===== config.mk =====
export PLATFORM = sky130hd
export DESIGN_NAME = sqv_cordic_cell
export DESIGN_NICKNAME = d
export VERILOG_FILES = /design/src/sqv_pkg.sv /design/src/sqv_cordic_cell.sv
export SDC_FILE = /design/constraint.sdc
export NUM_CORES = 1
export LEC_CHECK = 0
export BUFFER_PORTS_ARGS = -buffer_cell sky130_fd_sc_hd__buf_2
export CAP_MARGIN = 5
export CORE_UTILIZATION = 54
export DETAILED_ROUTE_END_ITERATION = 7
export GPL_TIMING_DRIVEN = 1
export PLACE_DENSITY = 0.82
export SLEW_MARGIN = 10
export SYNTH_ARGS = -nofsm -noshare
export SYNTH_HDL_FRONTEND = slang
export SYNTH_SLANG_ARGS = --single-unit

===== constraint.sdc =====
create_clock -name clk_i -period 4.1 [get_ports clk_i]
set_input_delay 1.23 -clock clk_i [delete_from_list [all_inputs] [get_ports clk_i]]
set_output_delay 1.23 -clock clk_i [all_outputs]
set_load 0.01 [all_outputs]

===== src/sqv_pkg.sv =====
// ---------------------------------------------------------------------------
// sqv_pkg: shared constants and helpers of the sprite quad vertex generator
// Angle table of the rotation cells, divider widths, register indexes.
// ---------------------------------------------------------------------------
package sqv_pkg;

  // CORDIC
  localparam int unsigned TRIG_STEPS = 16;
  localparam logic signed [18:0] CORDIC_GAIN = 19'sd39796;
  // atan(2^-i) in 2^32 units per full turn
  localparam logic [29:0] ATAN_TURNS [TRIG_STEPS] = '{
    30'd536870912, 30'd316933406, 30'd167458907, 30'd85004756,
    30'd42667331,  30'd21354465,  30'd10679839,  30'd5340245,
    30'd2670163,   30'd1335087,   30'd667544,    30'd333772,
    30'd166886,    30'd83443,     30'd41722,     30'd20861
  };

  // divider: quotient bits resolved by the cell chain
  localparam int unsigned QUO_BITS = 17;

  // register indexes
  localparam logic REG_SCREEN_WIDTH  = 1'b0;
  localparam logic REG_SCREEN_HEIGHT = 1'b1;

  localparam logic [2:0] LAST_SLOT = 3'd5;

  // corner used by each slot of the six-vertex run: 0,1,2,0,2,3
  function automatic logic [1:0] corner_of_slot(input logic [2:0] slot);
    logic [1:0] c;
    case (slot)
      3'd1:    c = 2'd1;
      3'd2:    c = 2'd2;
      3'd4:    c = 2'd2;
      3'd5:    c = 2'd3;
      default: c = 2'd0;
    endcase
    return c;
  endfunction

endpackage


===== src/sqv_cordic_cell.sv =====
// ---------------------------------------------------------------------------
// sqv_cordic_cell: one rotation step of the CORDIC chain
// Rotates (x, y) by +/- atan(2^-STEP) and registers the result.
// ---------------------------------------------------------------------------
module sqv_cordic_cell #(
  parameter int unsigned STEP = 0
) (
  input  logic               clk_i,
  input  logic               en_i,
  input  logic signed [18:0] x_i,
  input  logic signed [18:0] y_i,
  input  logic signed [32:0] z_i,
  output logic signed [18:0] x_o,
  output logic signed [18:0] y_o,
  output logic signed [32:0] z_o
);

  logic signed [18:0] dx, dy;
  logic signed [32:0] da;
  logic signed [18:0] x_q, y_q;
  logic signed [32:0] z_q;

  assign dx = y_i >>> STEP;
  assign dy = x_i >>> STEP;
  assign da = $signed({3'b000, sqv_pkg::ATAN_TURNS[STEP]});

  // rotate toward zero residual angle
  always_ff @(posedge clk_i) begin
    if (en_i) begin
      if (!z_i[32]) begin
        x_q <= x_i - dx;
        y_q <= y_i + dy;
        z_q <= z_i - da;
      end else begin
        x_q <= x_i + dx;
        y_q <= y_i - dy;
        z_q <= z_i + da;
      end
    end
  end

  assign x_o = x_q;
  assign y_o = y_q;
  assign z_o = z_q;

endmodule


==> results of run 1 <==
==> routing by layer <==
layer	share of wire (%)	wire [µm]
met3	9.0	1190
met4	1.4	191
met5	0	0
met2	46	6060
met1	44	5740
==> layout by cell type, fill, tap and decap left out, drive strengths merged, types with 5 or more instances in the layout <==
| cell | instances |
|---|---|
| a21oi | 55 |
| buf | 149 |
| clkbuf | 9 |
| edfxtp | 70 |
| ha | 56 |
| inv | 65 |
| mux2i | 8 |
| nand2 | 23 |
| nand3 | 8 |
| nand4 | 5 |
| nor2 | 28 |
| nor2b | 5 |
| nor3 | 5 |
| nor4 | 5 |
| o211ai | 7 |
| o21a | 10 |
| o21ai | 30 |
| o31ai | 7 |
| xnor2 | 35 |
==> worst max path at each step <==
stage,cells past startpoint,endpoint,from
after floorplan,8,y_o[18],x_i[0]
after detailed placement,11,y_o[18],y_i[0]
final,11,y_o[18],y_i[0]
after global routing,10,y_o[18],x_i[6]
after global placement,10,y_o[18],x_i[5]
after CTS,11,y_o[18],y_i[0]
==> power by group through the flow <==
stage / combinational (mW) / sequential, mW / clock [mW]
6_report: 0.705 / 0.932 / 0.524
5_1_grt: 0.769 / 0.941 / 0.556
4_1_cts: 0.698 / 0.934 / 0.532
3_5_place_dp: 0.695 / 0.949 / 0
3_3_place_gp: 0.687 / 0.946 / 0
2_1_floorplan: 0.394 / 1.00 / 0
==> state kept, by name, summed over array words and instances, names as in the netlist <==
signal and flops:
z_o 33, y_o 19, x_o 18
==> through the flow <==
stage / utilization (%) / hold WS (ns) / instance area, µm²
CTS: 66.5 / 1.06 / 6200
global placement: 64.5 / 1.41 / 6020
global route: 66.5 / 1.05 / 6200
finish: 66.5 / 1.07 / 6200
detailed placement: 64.5 / 1.41 / 6020
floorplan: - / 1.33 / 5230
==> logic make-up after synthesis <==
group,after synthesis,share of synthesized area [%]
AO/OA/AOI/OAI,161,22.2
XOR/XNOR,36,6.17
AND/OR/NAND/NOR,86,7.68
adder cells (fa/ha/maj),60,14.9
flip-flops,70,40.2
buffers and inverters,90,7.29
multiplexers,8,1.53
==> layout make-up <==
type | count | area, µm²
fillers | 767 | 3120
flip-flops and latches | 70 | 2100
multi-input cells | 351 | 2750
clock inverters | 6 | 63.8
inverters | 65 | 244
repair buffers | 149 | 761
clock buffers | 9 | 124
well taps | 129 | 161
==> cells in the mapped netlist, types with 4 or more instances <==
library cell | instances | area (µm²)
a21o_1 | 4 | 30.0
a21oi_1 | 53 | 265
and3_1 | 4 | 25.0
buf_2 | 5 | 25.0
buf_4 | 6 | 45.0
clkbuf_1 | 9 | 33.8
edfxtp_1 | 70 | 2100
fa_1 | 4 | 80.1
ha_1 | 56 | 701
inv_1 | 59 | 221
inv_2 | 6 | 22.5
mux2i_1 | 8 | 80.1
nand2_1 | 23 | 86.3
nand3_1 | 8 | 40.0
nand4_1 | 5 | 31.3
nor2_1 | 26 | 97.6
nor2b_1 | 5 | 31.3
nor3_1 | 5 | 25.0
nor4_1 | 5 | 31.3
o211ai_1 | 7 | 52.6
o21a_1 | 9 | 67.6
o21ai_0 | 27 | 135
o31ai_1 | 7 | 52.6
xnor2_1 | 34 | 298
==> metrics.md, run 1 <==
| Metric | Value |
|---|---|
| Sequential power share | 43.1% |
| Critical path class | in2reg |
| Global-route wire length before repair | 21000 µm |
| Post-route DRC | 0 |
| Final Max Slew Viols | 0 |
| TritonRoute pass-1 iters | 6 |
| Hold Path End | z_o[6] |
| Die Y-Extent | 100 µm |
| Post-Syn Area | 5230 µm² |
| Top Ports | 144 |
| EDFF count, synth | 70 |
| Crit Path Max Fanout | 4 |
| Post-CTS sizing | 0 |
| Clock power frac | 24.3% |
| Status | finished, final reports clean |
| CTS Hold Buffers Added | 0 |
| Grt ovf | 0 |
| DRT Wirelength | 13200 µm |
| Sw Pwr | 0.698 mW |
| Post-CTS setup buffer count | 0 |
| Worst Tran Pin Value | 0.546 ns |
| CP max stage cell | fa_1 |
| Share of post-route cells with drive strength above 1 | 29.2% |
| Critical path buffers and inverters | 2 |
| Routed wire length per instance | 16.9 µm |
| Vias | 4512 |
| Synth cell types | 65 |
| Syn nets | 644 |
| # diodes | 0 |
| Final setup margin | 0.765 ns |
| CTS Buffer Depth | 2 |
| GR met1 Demand/Resource | 36.1% |
| Worst Hold Class | in2reg |
| Pwr/cell area | 348 nW/µm² |
| Top_reg_cell synth | edfxtp_1 |
| Max_slew headroom | 63.2% |
| Tmin final | 3.34 ns |
| CTS buffer count | 9 |
| CP startpoint kind | input port |
| Tot Pwr | 2.16 mW |
| Hold wc startpoint | z_i[6] |
| Final nets | 779 |
| Worst path cell trace | buf_2, inv_1, ha_1, fa_1, nand3b_1, a21boi_2, o221ai_2, o21a_1, o2111ai_1, o311ai_1, xnor2_1 |
| RSZ-0062 raised after global routing | no |
| GRT Total Usage | 26.7% |
| Htree depth | 3 |
| Crit path DAT | 3.42 ns |
| Vias/cell | 5.79 |
| Comb pwr share | 32.6% |
| Clk Tree Root Cell | clkbuf_8 |
| Final Hold Fails | 0 |
| Die Wd | 100 µm |
| GR peak layer | met2 |
| TritonCTS Sinks | 70 |
| Core ar. | 9330 µm² |
| TritonCTS clock tree | done |
| FFs w/ async S/R, synth | 0% |
| Dpl ws | 0.456 ns |
| CP max stage delay | 0.43 ns |
| Max Freq | 300 MHz |
| Iteration-0 DRC Markers | 324 |
| Dpl hpwl | 10700 µm |
| Register bit total from synthesis | 70 |
| Initial Util | 56.1% |
| P_int | 1.46 mW |
| Placed cell count | 764 |
| Worst VDD drop | 0.161 mV |
| Max Cap Viol | 0 |
| Crit path max-delay family | compound AO/OA/AOI/OAI gates |
| Initial antenna violation count | 0 |
| Largest net degree at the start of global routing | 44 |
| IO buf count | 143 |
| Sw frac | 32.3% |
| Syn_area_per_cell | 10.2 µm² |
| Final Instance Count excl. Fillers | 779 |
| Yosys warns | 0 |
| P&R area growth vs syn | 18.6% |
| Period utilization | 81.4% |
| Met3 Usage GRT | 6.06% |
| Post-Synthesis Cells | 511 |
| Die ar. | 10100 µm² |
| Vias in the first global route | 4301 |
| Pleak | 2.77 nW |
| Seq/Total Area, Yosys | 40.2% |
| Clk slew on worst S/H paths | 0.08 ns |
| Worst Setup End Kind | register |
| Hold path cells | 1 |
| Std cell rows | 35 |
| Post-route ant nets | 0 |
| Routability cong. | 0.911 |
| Met2 Usage GRT | 43.3% |
| WP data required | 4.19 ns |
| Setup_tns | 0 ns |
| # setup viols final | 0 |
Note: power is estimated with default switching activity, not from simulation.
==> run 2: changes to the inputs <==
--- a/config.mk
+++ b/config.mk
@@ -5,12 +5,13 @@
 export SDC_FILE = /design/constraint.sdc
 export NUM_CORES = 1
 export LEC_CHECK = 0
+export ABC_AREA = 1
 export BUFFER_PORTS_ARGS = -buffer_cell sky130_fd_sc_hd__buf_2
 export CAP_MARGIN = 5
-export CORE_UTILIZATION = 54
+export CORE_UTILIZATION = 49
 export DETAILED_ROUTE_END_ITERATION = 7
 export GPL_TIMING_DRIVEN = 1
-export PLACE_DENSITY = 0.82
+export PLACE_DENSITY = 0.77
 export SLEW_MARGIN = 10
 export SYNTH_ARGS = -nofsm -noshare
 export SYNTH_HDL_FRONTEND = slang
==> constraint.sdc (replaced) <==
create_clock -name clk_i -period 2.7 [get_ports clk_i]
set_input_delay 0.81 -clock clk_i [delete_from_list [all_inputs] [get_ports clk_i]]
set_output_delay 0.81 -clock clk_i [all_outputs]
set_load 0.01 [all_outputs]
==> metrics.md, run 2 <==
| Metric | Value |
|---|---|
| Post-route ant nets | 0 (unchanged) |
| FFs w/ async S/R, synth | 0% (unchanged) |
| Global-route wire length before repair | 23200 µm (+11%) |
| Worst Hold Class | in2reg |
| Critical path class | in2reg |
| P&R area growth vs syn | 25.7% |
| Share of post-route cells with drive strength above 1 | 26.7% (-2.6 points) |
| Die Wd | 110 µm (+9.7%) |
| Hold Path End | z_o[25] |
| Die Y-Extent | 110 µm (+9.7%) |
| # diodes | 0 (unchanged) |
| Seq/Total Area, Yosys | 36.6% (-3.5 points) |
| Post-route DRC | 0 (unchanged) |
| Sequential cell area | 2100 µm² (unchanged) |
| Status | finished, final reports clean |
| Worst Setup End Kind | register |
| Max_slew headroom | 59.8% (-3.5 points) |
| WP data required | 2.79 ns (-1.40 ns) |
| Final nets | 1058 (+36%) |
| Clk slew on worst S/H paths | 0.06 ns (-0.02 ns) |
| Worst Tran Pin Value | 0.603 ns (+0.0569 ns) |
| RSZ-0062 raised after global routing | no |
| Pleak | 3.76 nW (+36%) |
| Largest net degree at the start of global routing | 37 (-16%) |
| DRT Wirelength | 14800 µm (+12%) |
| EDFF count, synth | 70 (unchanged) |
| Tmin final | 2.40 ns |
| Grt ovf | 0 (unchanged) |
| Die ar. | 12100 µm² (+20%) |
| TritonRoute pass-1 iters | 5 (-1) |
| Max reg flops | 33 (unchanged) |
| Htree depth | 3 (unchanged) |
| Routability cong. | 1.01 (+11%) |
| Largest cells by area after synthesis | edfxtp_1 37%, nand2_1 13%, ha_1 12% |
| CTS Buffer Depth | 2 (unchanged) |
| Multi-input gate area | 3030 µm² (+10%) |
| Clk Tree Root Cell | clkbuf_16 |
| Max Cap Viol | 0 (unchanged) |
| Post-Synthesis Cells | 738 (+44%) |
| Hold wc startpoint | z_i[25] |
| IO buf count | 143 (unchanged) |
| Initial antenna violation count | 0 (unchanged) |
| CTS buffer count | 9 (unchanged) |
| Dpl hpwl | 12400 µm (+17%) |
| Most numerous cell in the Yosys netlist | nand2_1 |
| Core ar. | 11400 µm² (+22%) |
| Top_reg_cell synth | edfxtp_1 |
| Pwr/cell area | 518 nW/µm² (+49%) |
| Vias | 5389 (+19%) |
| Most frequent cells in the layout | 193 x nand2_1, 143 x buf_2, 111 x inv_1 |
| Post-CTS sizing | 0 (unchanged) |
| Worst VDD drop | 0.637 mV (+290%) |
| TritonCTS clock tree | done |
| Std cell rows | 39 (+11%) |
| Hold path cells | 1 (unchanged) |
| Top Ports | 144 (unchanged) |
| Initial Util | 50.3% (-5.8 points) |
| Vias/cell | 5.02 (-13%) |
| Util after Layout | 63.2% (-3.3 points) |
| Post-CTS setup buffer count | 0 (unchanged) |
| Period utilization | 88.9% |
| CP startpoint kind | input port |
| Crit Path Max Fanout | 3 (-1) |
| Area leader, netlist | edfxtp_1 |
| Vias in the first global route | 4919 (+14%) |
| Final Hold Fails | 0 (unchanged) |
| Layout fillers | 1046 (+36%) |
| Tot Pwr | 3.73 mW (+73%) |
| Iteration-0 DRC Markers | 399 (+23%) |
| Crit path DAT | 2.49 ns (-0.93 ns) |
| GRT Total Usage | 25.2% (-1.6 points) |
| Register bit total from synthesis | 70 (unchanged) |
| CTS Hold Buffers Added | 0 (unchanged) |
| TritonCTS Sinks | 70 (unchanged) |
| Syn nets | 871 (+35%) |
| Yosys warns | 0 (unchanged) |
| Syn_area_per_cell | 7.78 µm² (-24%) |
| Final Max Slew Viols | 0 (unchanged) |
| Routed wire length per instance | 13.8 µm (-19%) |
| Max Freq | 416 MHz |
| Commonest non-fill, non-tap cell in the layout | nand2_1 |
| Synth cell types | 38 (-42%) |
| Synth top area share | 36.6% (-3.5 points) |
| Post-synth top cells | 193 x nand2_1, 111 x inv_1, 74 x nand3_1 |
| Setup_tns | 0 ns (unchanged) |
| Final Instance Count excl. Fillers | 1073 (+38%) |
| # setup viols final | 0 (unchanged) |
| Placed cell count | 1057 (+38%) |
| Post-Syn Area | 5740 µm² (+9.7%) |
run 2: kinds of logic after synthesis:
group           Yosys count  share of synthesized area, %
flops                    70                          36.6
fa+ha+maj                60                          13.6
xor+xnor                 16                          2.44
mux                       2                         0.349
buf+inv                 141                          10.6
simple gates            346                          26.1
compound gates          103                          10.3
run 2: per-layer routing:
layer	share of wire (%)	track usage (%)
met1	47	35.3
met2	44	40.9
met3	7.4	3.23
met4	1.5	6.48
met5	0	0
run 2: power breakdown:
part	internal [mW]	leakage (nW)	switching, mW
clock network	0.715	0.136	0.437
registers	1.36	0.684	0.0306
logic	0.466	2.94	0.730
total	2.54	3.76	1.20
run 2: through the flow:
stage | worst slack (ns) | hold WS, ns | instance area [µm²]
floorplan | 0.320 | 0.909 | 5740
global placement | -0.0283 | 0.986 | 6910
detailed placement | -0.0323 | 0.988 | 6910
CTS | 0.320 | 0.640 | 7210
global route | 0.120 | 0.640 | 7210
finish | 0.298 | 0.651 | 7210
run 2: layout make-up:
class	instances	area share, %
clock inverter	7	1.02
clock buffer	9	3.12
sequential	70	29.1
inverter	118	6.14
timing repair buffer	199	16.1
multi-input combinational	527	42.0
tap	143	2.48
run 2: worst max path at each step:
stage,from,end,slack (ns),cells after the start
after CTS,y_i[0],y_o[14],0.32,14
after global placement,x_i[0],x_o[12],-0.03,12
final,y_i[0],y_o[14],0.30,14
after floorplan,x_i[0],x_o[16],0.32,11
after global routing,x_i[0],x_o[12],0.12,12
after detailed placement,y_i[0],y_o[14],-0.03,14
run 2: worst max-delay path, cell delays in order:
cell,delay (ns)
buf_2,0.10
inv_1,0.04
ha_1,0.22
fa_1,0.41
inv_1,0.09
nand2_1,0.06
nand3_1,0.12
inv_1,0.08
o21ai_2,0.17
nand2_1,0.13
nand2_1,0.08
nand2_1,0.05
nand3_1,0.07
nand2_1,0.05
