$ cat config.mk
export PLATFORM = sky130hd
export DESIGN_NAME = sqv_div_cell
export DESIGN_NICKNAME = d
export VERILOG_FILES = /design/src/sqv_pkg.sv /design/src/sqv_div_cell.sv
export SDC_FILE = /design/constraint.sdc
export NUM_CORES = 1
export LEC_CHECK = 0
export BUFFER_PORTS_ARGS = -buffer_cell sky130_fd_sc_hd__clkbuf_2
export CAP_MARGIN = 0
export CORE_ASPECT_RATIO = 0.5
export CORE_UTILIZATION = 23
export DETAILED_ROUTE_END_ITERATION = 6
export PLACE_DENSITY_LB_ADDON = 0.1
export SETUP_SLACK_MARGIN = 0.1
export SYNTH_ARGS = -nofsm -noshare
export SYNTH_HDL_FRONTEND = slang
export SYNTH_SLANG_ARGS = --single-unit
$ cat constraint.sdc
create_clock -name clk_i -period 5.2 [get_ports clk_i]
set_input_delay 0 -clock clk_i [delete_from_list [all_inputs] [get_ports clk_i]]
set_output_delay 0 -clock clk_i [all_outputs]
set_load 0.05 [all_outputs]
$ cat src/sqv_pkg.sv
// ---------------------------------------------------------------------------
// sqv_pkg: shared constants and helpers of the sprite quad vertex generator
// Angle table of the rotation cells, divider widths, register indexes.
// ---------------------------------------------------------------------------
package sqv_pkg;

  // CORDIC
  localparam int unsigned TRIG_STEPS = 16;
  localparam logic signed [18:0] CORDIC_GAIN = 19'sd39796;
  // atan(2^-i) in 2^32 units per full turn
  localparam logic [29:0] ATAN_TURNS [TRIG_STEPS] = '{
    30'd536870912, 30'd316933406, 30'd167458907, 30'd85004756,
    30'd42667331,  30'd21354465,  30'd10679839,  30'd5340245,
    30'd2670163,   30'd1335087,   30'd667544,    30'd333772,
    30'd166886,    30'd83443,     30'd41722,     30'd20861
  };

  // divider: quotient bits resolved by the cell chain
  localparam int unsigned QUO_BITS = 17;

  // register indexes
  localparam logic REG_SCREEN_WIDTH  = 1'b0;
  localparam logic REG_SCREEN_HEIGHT = 1'b1;

  localparam logic [2:0] LAST_SLOT = 3'd5;

  // corner used by each slot of the six-vertex run: 0,1,2,0,2,3
  function automatic logic [1:0] corner_of_slot(input logic [2:0] slot);
    logic [1:0] c;
    case (slot)
      3'd1:    c = 2'd1;
      3'd2:    c = 2'd2;
      3'd4:    c = 2'd2;
      3'd5:    c = 2'd3;
      default: c = 2'd0;
    endcase
    return c;
  endfunction

endpackage

$ cat src/sqv_div_cell.sv
// ---------------------------------------------------------------------------
// sqv_div_cell: one restoring division step
// Brings down one numerator bit, subtracts the divisor if it fits.
// ---------------------------------------------------------------------------
module sqv_div_cell #(
  parameter int unsigned DW = 12
) (
  input  logic                         clk_i,
  input  logic                         en_i,
  input  logic [DW-1:0]                d_i,
  input  logic [DW-1:0]                rem_i,
  input  logic [sqv_pkg::QUO_BITS-1:0] num_i,
  input  logic [sqv_pkg::QUO_BITS-1:0] quo_i,
  output logic [DW-1:0]                d_o,
  output logic [DW-1:0]                rem_o,
  output logic [sqv_pkg::QUO_BITS-1:0] num_o,
  output logic [sqv_pkg::QUO_BITS-1:0] quo_o
);

  logic [DW:0]                  trial;
  logic [DW:0]                  diff;
  logic                         fits;
  logic [DW-1:0]                d_q, rem_q;
  logic [sqv_pkg::QUO_BITS-1:0] num_q, quo_q;

  assign trial = {rem_i, num_i[sqv_pkg::QUO_BITS-1]};
  assign fits  = trial >= {1'b0, d_i};
  assign diff  = trial - {1'b0, d_i};

  always_ff @(posedge clk_i) begin
    if (en_i) begin
      d_q   <= d_i;
      rem_q <= fits ? diff[DW-1:0] : trial[DW-1:0];
      num_q <= {num_i[sqv_pkg::QUO_BITS-2:0], 1'b0};
      quo_q <= {quo_i[sqv_pkg::QUO_BITS-2:0], fits};
    end
  end

  assign d_o   = d_q;
  assign rem_o = rem_q;
  assign num_o = num_q;
  assign quo_o = quo_q;

endmodule
==> summary.txt, run 1 <==
Clock tree
  – Maximum clock path buffer count: 2
  – CTS clk-pin slew, worst paths: 50 ps
  – Total CTS buffers: 9
  – Clock root buffer: clkbuf_16
  – Post_cts resized: 0
  – CTS tree: done
  – Clock Sinks: 57
  – H-tree Lvls: 3

Die
  – Die area: 11,670 um^2
  – Top Ports: 118
  – Initial core utilization: 24.47%
  – Row cnt: 26
  – Core area: 10,540 um^2
  – Die span in x: 151.7 um
  – Die span in y: 76.88 um

Worst hold path
  – Worst hold path type: input pin to register
  – Worst Hold Path Cells: 2

Setup path
  – Crit path required time: 5270 ps
  – Crit end category: register
  – Arr. time, crit path: 3060 ps
  – Critical Path Source Type: input pin
  – CP dominant cell by count: o31a_1
  – Crit Path Max Fanout: 7
  – WS Path Type: input pin to register
  – CP cell instances: dlygate4sd3_1, clkbuf_2, inv_1, ha_1, nor2b_4, o31a_1, o31a_1, o311a_4, nor4_4, buf_4, mux2_4
  – Family with the most delay on the worst path: buffers and inverters
  – Critical Path Slowest Stage Cell: dlygate4sd3_1
  – CP Depth: 11
  – WP buf/inv: 4
  – Max incr delay on CP: 520 ps

Timing
  – Count of pins over their slew limit: 0
  – Final WS setup: 2208 ps
  – Final setup vio count: 0
  – Worst slew pin tran: 748.7 ps
  – Setup TNS: 0 ps
  – Fin crit share: 57.53%
  – Fmax: 334.3 MHz
  – Relative slew slack: 50.09%
  – RSZ-0062 raised after global routing: no
  – Final hold vios: 0
  – Minimum period implied by the final worst setup slack: 2992 ps

Finish
  – Layout cells sized above 1: 41.67%
  – Diode count: 0
  – Area grow syn2layout: 59.63%
  – Nets: 416

Power
  – Tot Pwr: 1.507 mW
  – Peak supply drop: 0.1226 mV
  – Power density cells: 366.2 nW/um^2
  – Leakage: 1.801 nW

Job
  – # Max-Cap Violations: 0

Logic synthesis
  – Post-Synthesis Cells: 167
  – Synth top area share: 66.38%
  – Synth top area cells: edfxtp_1 (66%), ha_1 (5.8%), mux2_4 (4.1%)
  – Synth warn: 0
  – Primary FF master, synth: edfxtp_1
  – Area leader, netlist: edfxtp_1
  – Post-synth ARST share: 0%
  – Seq cells post-synth: 57
  – Yosys cell types: 38
  – Register area share after synthesis: 66.38%
  – Syn avg cell area: 15.44 um^2
  – Post-Syn Area: 2579 um^2
  – Post-synth EDFFs: 57
  – Synth Net Count: 240

Detailed routing
  – Total length of routed wires: 5879 um
  – Vias: 1,964
  – Routed WL per cell: 12.05 um
  – Vias per Instance: 4.025
  – Initial drt markers: 60
  – Drt pass-1 iters: 4
  – Final ANT Viol Nets: 0
  – Post-route DRC: 0

Global routing
  – GR Overflow Total: 0
  – Pin count of the biggest net entering global routing: 58
  – GR Util All Layers: 10.56%
  – Number of global-route vias before repair: 1,972
  – Initial antenna violation count: 0
  – First-pass GRT wire length: 9170 um

Placed design
  – Buffers on Ports: 115
  – Post-DP HPWL: 4231 um
  – Final GP Congestion: 0.7056
  – Worst slack at placement: 2367 ps

Run status
  – Outcome: complete, no violations
[synthesized netlist by cell type (all sizes together) (2+ instances only)]
master / n
xor2: 3
ha: 12
nor3: 3
inv: 15
nand2: 4
mux2i: 3
o21a: 2
o31a: 2
nor4: 2
mux2: 10
nand3: 9
o21ai: 3
nor2: 9
a21oi: 5
nor2b: 5
edfxtp: 57
buf: 2
xnor2: 5
[flip-flops by register name, indices dropped and copies added (netlist names)]
register	flops
d_o	12
quo_o	17
rem_o	12
num_o	16
[timing repair]
| action | CTS | global route |
|---|---|---|
| hold buffers | 51 | 0 |
| buffers inserted | 0 | 0 |
| endpoints found under the hold margin | 51 | 0 |
[layer usage]
| layer | up-vias | track usage, % | share of wire, % |
|---|---|---|---|
| met2 | 69 | 16.95 | 46 |
| li1 | 978 | - | - |
| met1 | 907 | 12.18 | 45 |
| met5 | - | 0 | 0 |
| met3 | 10 | 4.286 | 6.7 |
| met4 | 0 | 5.050 | 1.7 |
[per-stage QoR]
stage | area, um^2 | util (%) | std cells | hold slack (ps)
final | 4116 | 39.06 | 488 | 15.36
after global routing | 4116 | 39.06 | 488 | 4.486
after detailed placement | 3318 | 31.48 | 421 | 178.6
after floorplan | 2579 | - | 167 | 98.87
after CTS | 4116 | 39.06 | 488 | 2.864
after global placement | 3318 | 31.48 | 421 | 177.4
[power breakdown]
part           total (mW)  internal [mW]  switching (mW)  leakage (nW)
logic               0.374          0.128           0.246          1.11
registers           0.571          0.560          0.0109         0.558
clock network       0.563          0.367           0.196         0.138
total                1.51           1.05           0.453          1.80
[worst paths after layout]
kind	startpoint	end	slack [ps]
setup / recovery	d_i[1]	rem_o[10]	2210
hold / removal	rem_i[6]	rem_o[7]	20
[area by class of cell]
class | instances | area, um^2
Inverter | 15 | 56.30
Timing Repair Buffer | 168 | 1101
Clock buffer | 10 | 229.0
Tap cell | 140 | 175.2
Fill cell | 1046 | 6424
Clock inverter | 6 | 58.81
Multi-Input combinational cell | 92 | 784.5
Sequential cell | 57 | 1712
[cells in the final DEF, fill, tap and decap left out, types with 2 or more instances in the layout]
cell type	n
xor2_1	3
edfxtp_1	57
mux2_4	7
clkinv_1	2
xnor2_1	5
nor2b_1	4
clkbuf_16	9
ha_1	12
nand3_1	9
buf_4	2
mux2i_1	3
o21a_1	2
nor2_1	9
nor3_1	3
o21ai_0	3
dlygate4sd3_1	51
o31a_1	2
inv_1	15
mux2_2	3
a21oi_1	5
nand2_1	4
clkbuf_2	115
[cell families (layout without fill, tap and decap cells)]
| logic type | after synthesis | after routing | synth area share [%] |
|---|---|---|---|
| DFF | 57 | 57 | 66.38 |
| and+or+nand+nor | 34 | 34 | 7.326 |
| AOI/OAI and AO/OA | 23 | 23 | 7.084 |
| buffers and inverters | 18 | 199 | 3.202 |
| adders and majority gates | 13 | 13 | 6.599 |
| muxes | 13 | 13 | 6.550 |
| xor gates and xnor gates | 8 | 8 | 2.717 |
| other | 1 | 1 | 0.1454 |
Note: power is estimated with default switching activity, not from simulation.
==> run 2, diff against run 1 <==
Clock period 5.2 ns to 3.1 ns, I/O delays scaled along.
==> summary.txt, run 2 (synthesis results as in run 1) <==
Setup path
  – WP buf/inv: 4 (unchanged)
  – WS Path Type: input pin to register
  – Family with the most delay on the worst path: compound AO/OA/AOI/OAI gates
  – Crit end category: register
  – Max incr delay on CP: 530 ps (about the same)
  – Critical Path Source Type: input pin
  – Crit Path Max Fanout: 8 (+1)
  – Arr. time, crit path: 2760 ps (-300 ps)
  – Crit path required time: 3170 ps (-2100 ps)
  – CP cell instances: dlygate4sd3_1, clkbuf_2, inv_1, ha_1, a21oi_1, o211ai_1, o311a_4, nor4_4, buf_4, mux2_4
  – Critical Path Slowest Stage Cell: dlygate4sd3_1

Global routing
  – Initial antenna violation count: 0 (unchanged)
  – Pin count of the biggest net entering global routing: 36 (-38%)
  – GR Overflow Total: 0 (unchanged)
  – First-pass GRT wire length: 9259 um (+0.97%)
  – Number of global-route vias before repair: 1,936 (-1.8%)
  – GR Util All Layers: 10.62% (+0.064 points)

Timing
  – Relative slew slack: 56.77% (+6.7 points)
  – Final setup vio count: 0 (unchanged)
  – Final hold vios: 0 (unchanged)
  – Fmax: 371.7 MHz
  – Worst slew pin tran: 648.5 ps (-100.2 ps)
  – Setup TNS: 0 ps (unchanged)
  – RSZ-0062 raised after global routing: no
  – Count of pins over their slew limit: 0 (unchanged)
  – Final WS setup: 409.9 ps (-1799 ps)
  – Fin crit share: 86.78%
  – Minimum period implied by the final worst setup slack: 2690 ps

Finish
  – Diode count: 0 (unchanged)
  – Most frequent cells in the layout: clkbuf_2 (115), edfxtp_1 (57), dlygate4sd3_1 (51)
  – Max FFs per register: 17 (unchanged)
  – Design Area, Final: 4121 um^2 (+0.12%)
  – Nets: 417 (+0.24%)
  – Area grow syn2layout: 59.83%
  – Layout cells sized above 1: 42.24% (+0.57 points)
  – Most common cell after layout, fill and taps aside: clkbuf_2

Power
  – Tot Pwr: 2.524 mW (+67%)
  – Peak supply drop: 0.1869 mV (+52%)
  – Leakage: 1.807 nW (+0.35%)
  – Power density cells: 612.3 nW/um^2 (+67%)

Clock tree
  – H-tree Lvls: 3 (unchanged)
  – Post-CTS Setup Repair Bufs: 0 (unchanged)
  – Clock Sinks: 57 (unchanged)
  – Maximum clock path buffer count: 2 (unchanged)
  – Clock root buffer: clkbuf_16
  – CTS Hold Bufs: 51 (unchanged)
  – Post_cts resized: 0 (unchanged)
  – CTS tree: done
  – Total CTS buffers: 9 (unchanged)
  – CTS clk-pin slew, worst paths: 50 ps (about the same)

Die
  – Die span in y: 76.88 um (unchanged)
  – Initial core utilization: 24.47% (unchanged)
  – Die span in x: 151.7 um (unchanged)
  – Core area: 10,540 um^2 (unchanged)
  – Row cnt: 26 (unchanged)
  – Top Ports: 118 (unchanged)
  – Die area: 11,670 um^2 (unchanged)

Placed design
  – Area after DPL: 3326 um^2 (+0.23%)
  – Worst slack at placement: 605.9 ps (-1761 ps)
  – Final GP Congestion: 0.7079 (+0.33%)
  – Post-DP HPWL: 4439 um (+4.9%)
  – Buffers on Ports: 115 (unchanged)

Detailed routing
  – Drt pass-1 iters: 4 (unchanged)
  – Post-route DRC: 0 (unchanged)
  – Vias per Instance: 4.008 (-0.41%)
  – Initial drt markers: 49 (-18%)
  – Vias: 1,956 (-0.41%)
  – Total length of routed wires: 5975 um (+1.6%)
  – Routed WL per cell: 12.24 um (+1.6%)
  – Final ANT Viol Nets: 0 (unchanged)

Job
  – # Max-Cap Violations: 0 (unchanged)

Run status
  – Outcome: complete, no violations

Worst hold path
  – Worst hold path type: input pin to register
-- run 2: area by class of cell --
cell class / instances / area (um^2)
Tap cell: 140 / 175.2
Inverter: 15 / 56.30
Clock buffer: 9 / 225.2
Multi-Input combinational cell: 92 / 784.5
Fill cell: 1060 / 6419
Timing Repair Buffer: 169 / 1109
Sequential cell: 57 / 1712
Clock inverter: 6 / 60.06
-- run 2: final timing paths --
path                  slack (ps)        to      from  cells past startpoint
worst min-delay path          10  rem_o[3]  rem_i[2]                      2
worst max-delay path         410  rem_o[4]    d_i[6]                     10
-- run 2: per-layer routing --
layer  share of wire [%]  vias to the layer above  GRT usage [%]
met5                   0                        -              0
met4                 1.8                        0          5.050
met3                 5.9                       11          4.048
met2                  45                       57          16.77
met1                  47                      907          12.67
li1                    -                      981              -
-- run 2: power breakdown --
group | leakage, nW | switching, mW | internal [mW] | total (mW)
Clock | 0.139 | 0.327 | 0.611 | 0.938
Combinational | 1.11 | 0.413 | 0.216 | 0.629
Sequential | 0.558 | 0.0179 | 0.939 | 0.957
-- run 2: through the flow --
stage	hold slack [ps]	instances	utilization, %
final	12.38	488	39.10
after detailed placement	178.6	422	31.55
after CTS	4.700	488	39.10
after global placement	177.6	422	31.55
after global routing	12.36	488	39.10
after floorplan	98.87	167	-
==> run 3, diff against run 2 <==
Settings changed: CORE_UTILIZATION 23 to 45.
==> summary.txt, run 3 (synthesis results as in run 1) <==
Finish
  – Nets: 413 (-0.96%)
  – Most frequent cells in the layout: clkbuf_2 (115), edfxtp_1 (57), dlygate4sd3_1 (47)
  – Layout cells sized above 1: 42.73% (+0.49 points)
  – Max FFs per register: 17 (unchanged)
  – Most common cell after layout, fill and taps aside: clkbuf_2
  – # fillers: 397 (-63%)
  – Area grow syn2layout: 55.02%
  – Diode count: 0 (unchanged)
  – Design Area, Final: 3998 um^2 (-3.0%)

Clock tree
  – Clock root buffer: clkbuf_16
  – Maximum clock path buffer count: 2 (unchanged)
  – Total CTS buffers: 9 (unchanged)
  – Post_cts resized: 0 (unchanged)
  – Post-CTS Setup Repair Bufs: 0 (unchanged)
  – Clock Sinks: 57 (unchanged)
  – CTS clk-pin slew, worst paths: 50 ps (about the same)
  – CTS tree: done
  – H-tree Lvls: 3 (unchanged)

Timing
  – RSZ-0062 raised after global routing: no
  – Setup TNS: 0 ps (unchanged)
  – Minimum period implied by the final worst setup slack: 2679 ps (-10.86 ps)
  – Count of pins over their slew limit: 0 (unchanged)
  – Fmax: 373.2 MHz (+0.41%)
  – Hold_ws: 6.895 ps (-5.486 ps)
  – Final hold vios: 0 (unchanged)
  – Fin crit share: 86.43% (-0.35 points)
  – Worst slew pin tran: 849.1 ps (+200.7 ps)
  – Relative slew slack: 43.39% (-13 points)
  – Final setup vio count: 0 (unchanged)

Die
  – Initial core utilization: 46.96% (+22 points)
  – Row cnt: 19 (-27%)
  – Die area: 6056 um^2 (-48%)
  – Die span in y: 55.53 um (-28%)
  – Core area: 5492 um^2 (-48%)
  – Die span in x: 109.1 um (-28%)
  – Top Ports: 118 (unchanged)

Power
  – Power density cells: 630.1 nW/um^2 (+2.9%)
  – Leakage: 1.791 nW (-0.92%)
  – Peak supply drop: 0.3286 mV (+76%)

Global routing
  – First-pass GRT wire length: 9128 um (-1.4%)
  – GR Overflow Total: 0 (unchanged)
  – GR Util All Layers: 20.60% (+10 points)
  – Initial antenna violation count: 0 (unchanged)
  – Pin count of the biggest net entering global routing: 36 (unchanged)
  – Number of global-route vias before repair: 1,916 (-1.0%)

Detailed routing
  – Total length of routed wires: 5886 um (-1.5%)
  – Vias: 2,003 (+2.4%)
  – Initial drt markers: 49 (unchanged)
  – Final ANT Viol Nets: 0 (unchanged)
  – Post-route DRC: 0 (unchanged)
  – Routed WL per cell: 14.12 um (+15%)
  – Vias per Instance: 4.803 (+20%)
  – Drt pass-1 iters: 4 (unchanged)

Placed design
  – Post-DP HPWL: 3894 um (-12%)
  – Final GP Congestion: 0.8087 (+14%)
  – Area after DPL: 3242 um^2 (-2.5%)
  – Buffers on Ports: 115 (unchanged)

Setup path
  – Critical Path Source Type: input pin
  – Crit end category: register
  – CP dominant cell by count: o31a_1
  – WS Path Type: input pin to register
  – Crit Path Max Fanout: 6 (-2)
  – Max incr delay on CP: 530 ps (about the same)
  – Critical Path Slowest Stage Cell: dlygate4sd3_1
  – CP cell instances: dlygate4sd3_1, clkbuf_2, inv_1, ha_1, nor2b_4, o31a_1, o31a_1, o311a_4, nor4_4, buf_4, mux2_2
  – Arr. time, crit path: 2740 ps (-20 ps)
  – Crit path required time: 3160 ps (about the same)

Worst hold path
  – Worst hold path type: input pin to register

Run status
  – Outcome: complete, no violations

Job
  – # Max-Cap Violations: 0 (unchanged)
## run 3: worst max-delay path: cells and delay by family
family / cells / cell delay, ps
compound gates: 3 / 880
fa+ha+maj: 1 / 290
buf+inv: 4 / 930
mux: 1 / 350
simple gates: 2 / 280
## run 3: worst paths after layout
check  startpoint  endpoint  slack, ps  depth (start not counted)
max        d_i[1]  rem_o[2]        420                         11
min      rem_i[5]  rem_o[6]          7                          2
## run 3: metrics by stage
step | total power [mW] | setup slack, ps | utilization [%] | cells
floorplan | 1.405 | 831.2 | - | 167
global placement | 1.540 | 682.1 | 59.03 | 355
detailed placement | 1.552 | 642.3 | 59.03 | 355
CTS | 2.542 | 410.6 | 72.80 | 417
global route | 2.618 | 321.1 | 72.80 | 417
finish | 2.519 | 420.8 | 72.80 | 417
## run 3: cell type report
| cell class | count | area (um^2) | share of cell area, % |
|---|---|---|---|
| clock buffers | 9 | 225.2 | 5.634 |
| flip-flops and latches | 57 | 1712 | 42.82 |
| repair buffers | 165 | 1069 | 26.73 |
| clock inverters | 6 | 60.06 | 1.502 |
| inverters | 15 | 56.30 | 1.408 |
| well taps | 73 | 91.34 | 2.285 |
| multi-input cells | 92 | 784.5 | 19.62 |
## run 3: timing repair
item / CTS / global route
hold buffers: 47 / 0
endpoints found under the setup margin: 0 / 0
hold endpoints to repair: 47 / 0
## run 3: where the power goes
group	internal, mW	total [mW]	switching, mW
logic	0.213	0.628	0.415
registers	0.939	0.959	0.0192
clock network	0.611	0.932	0.321
total	1.76	2.52	0.756
## run 3: per-layer routing
layer | wire, um | vias to the layer above | part of all wire, % | GRT usage (%)
li1 | - | 981 | - | -
met2 | 2988 | 66 | 51 | 35.04
met5 | 0 | - | 0 | 0
met4 | 72 | 0 | 1.2 | 6.371
met1 | 2449 | 949 | 42 | 24.57
met3 | 376 | 7 | 6.4 | 7.084
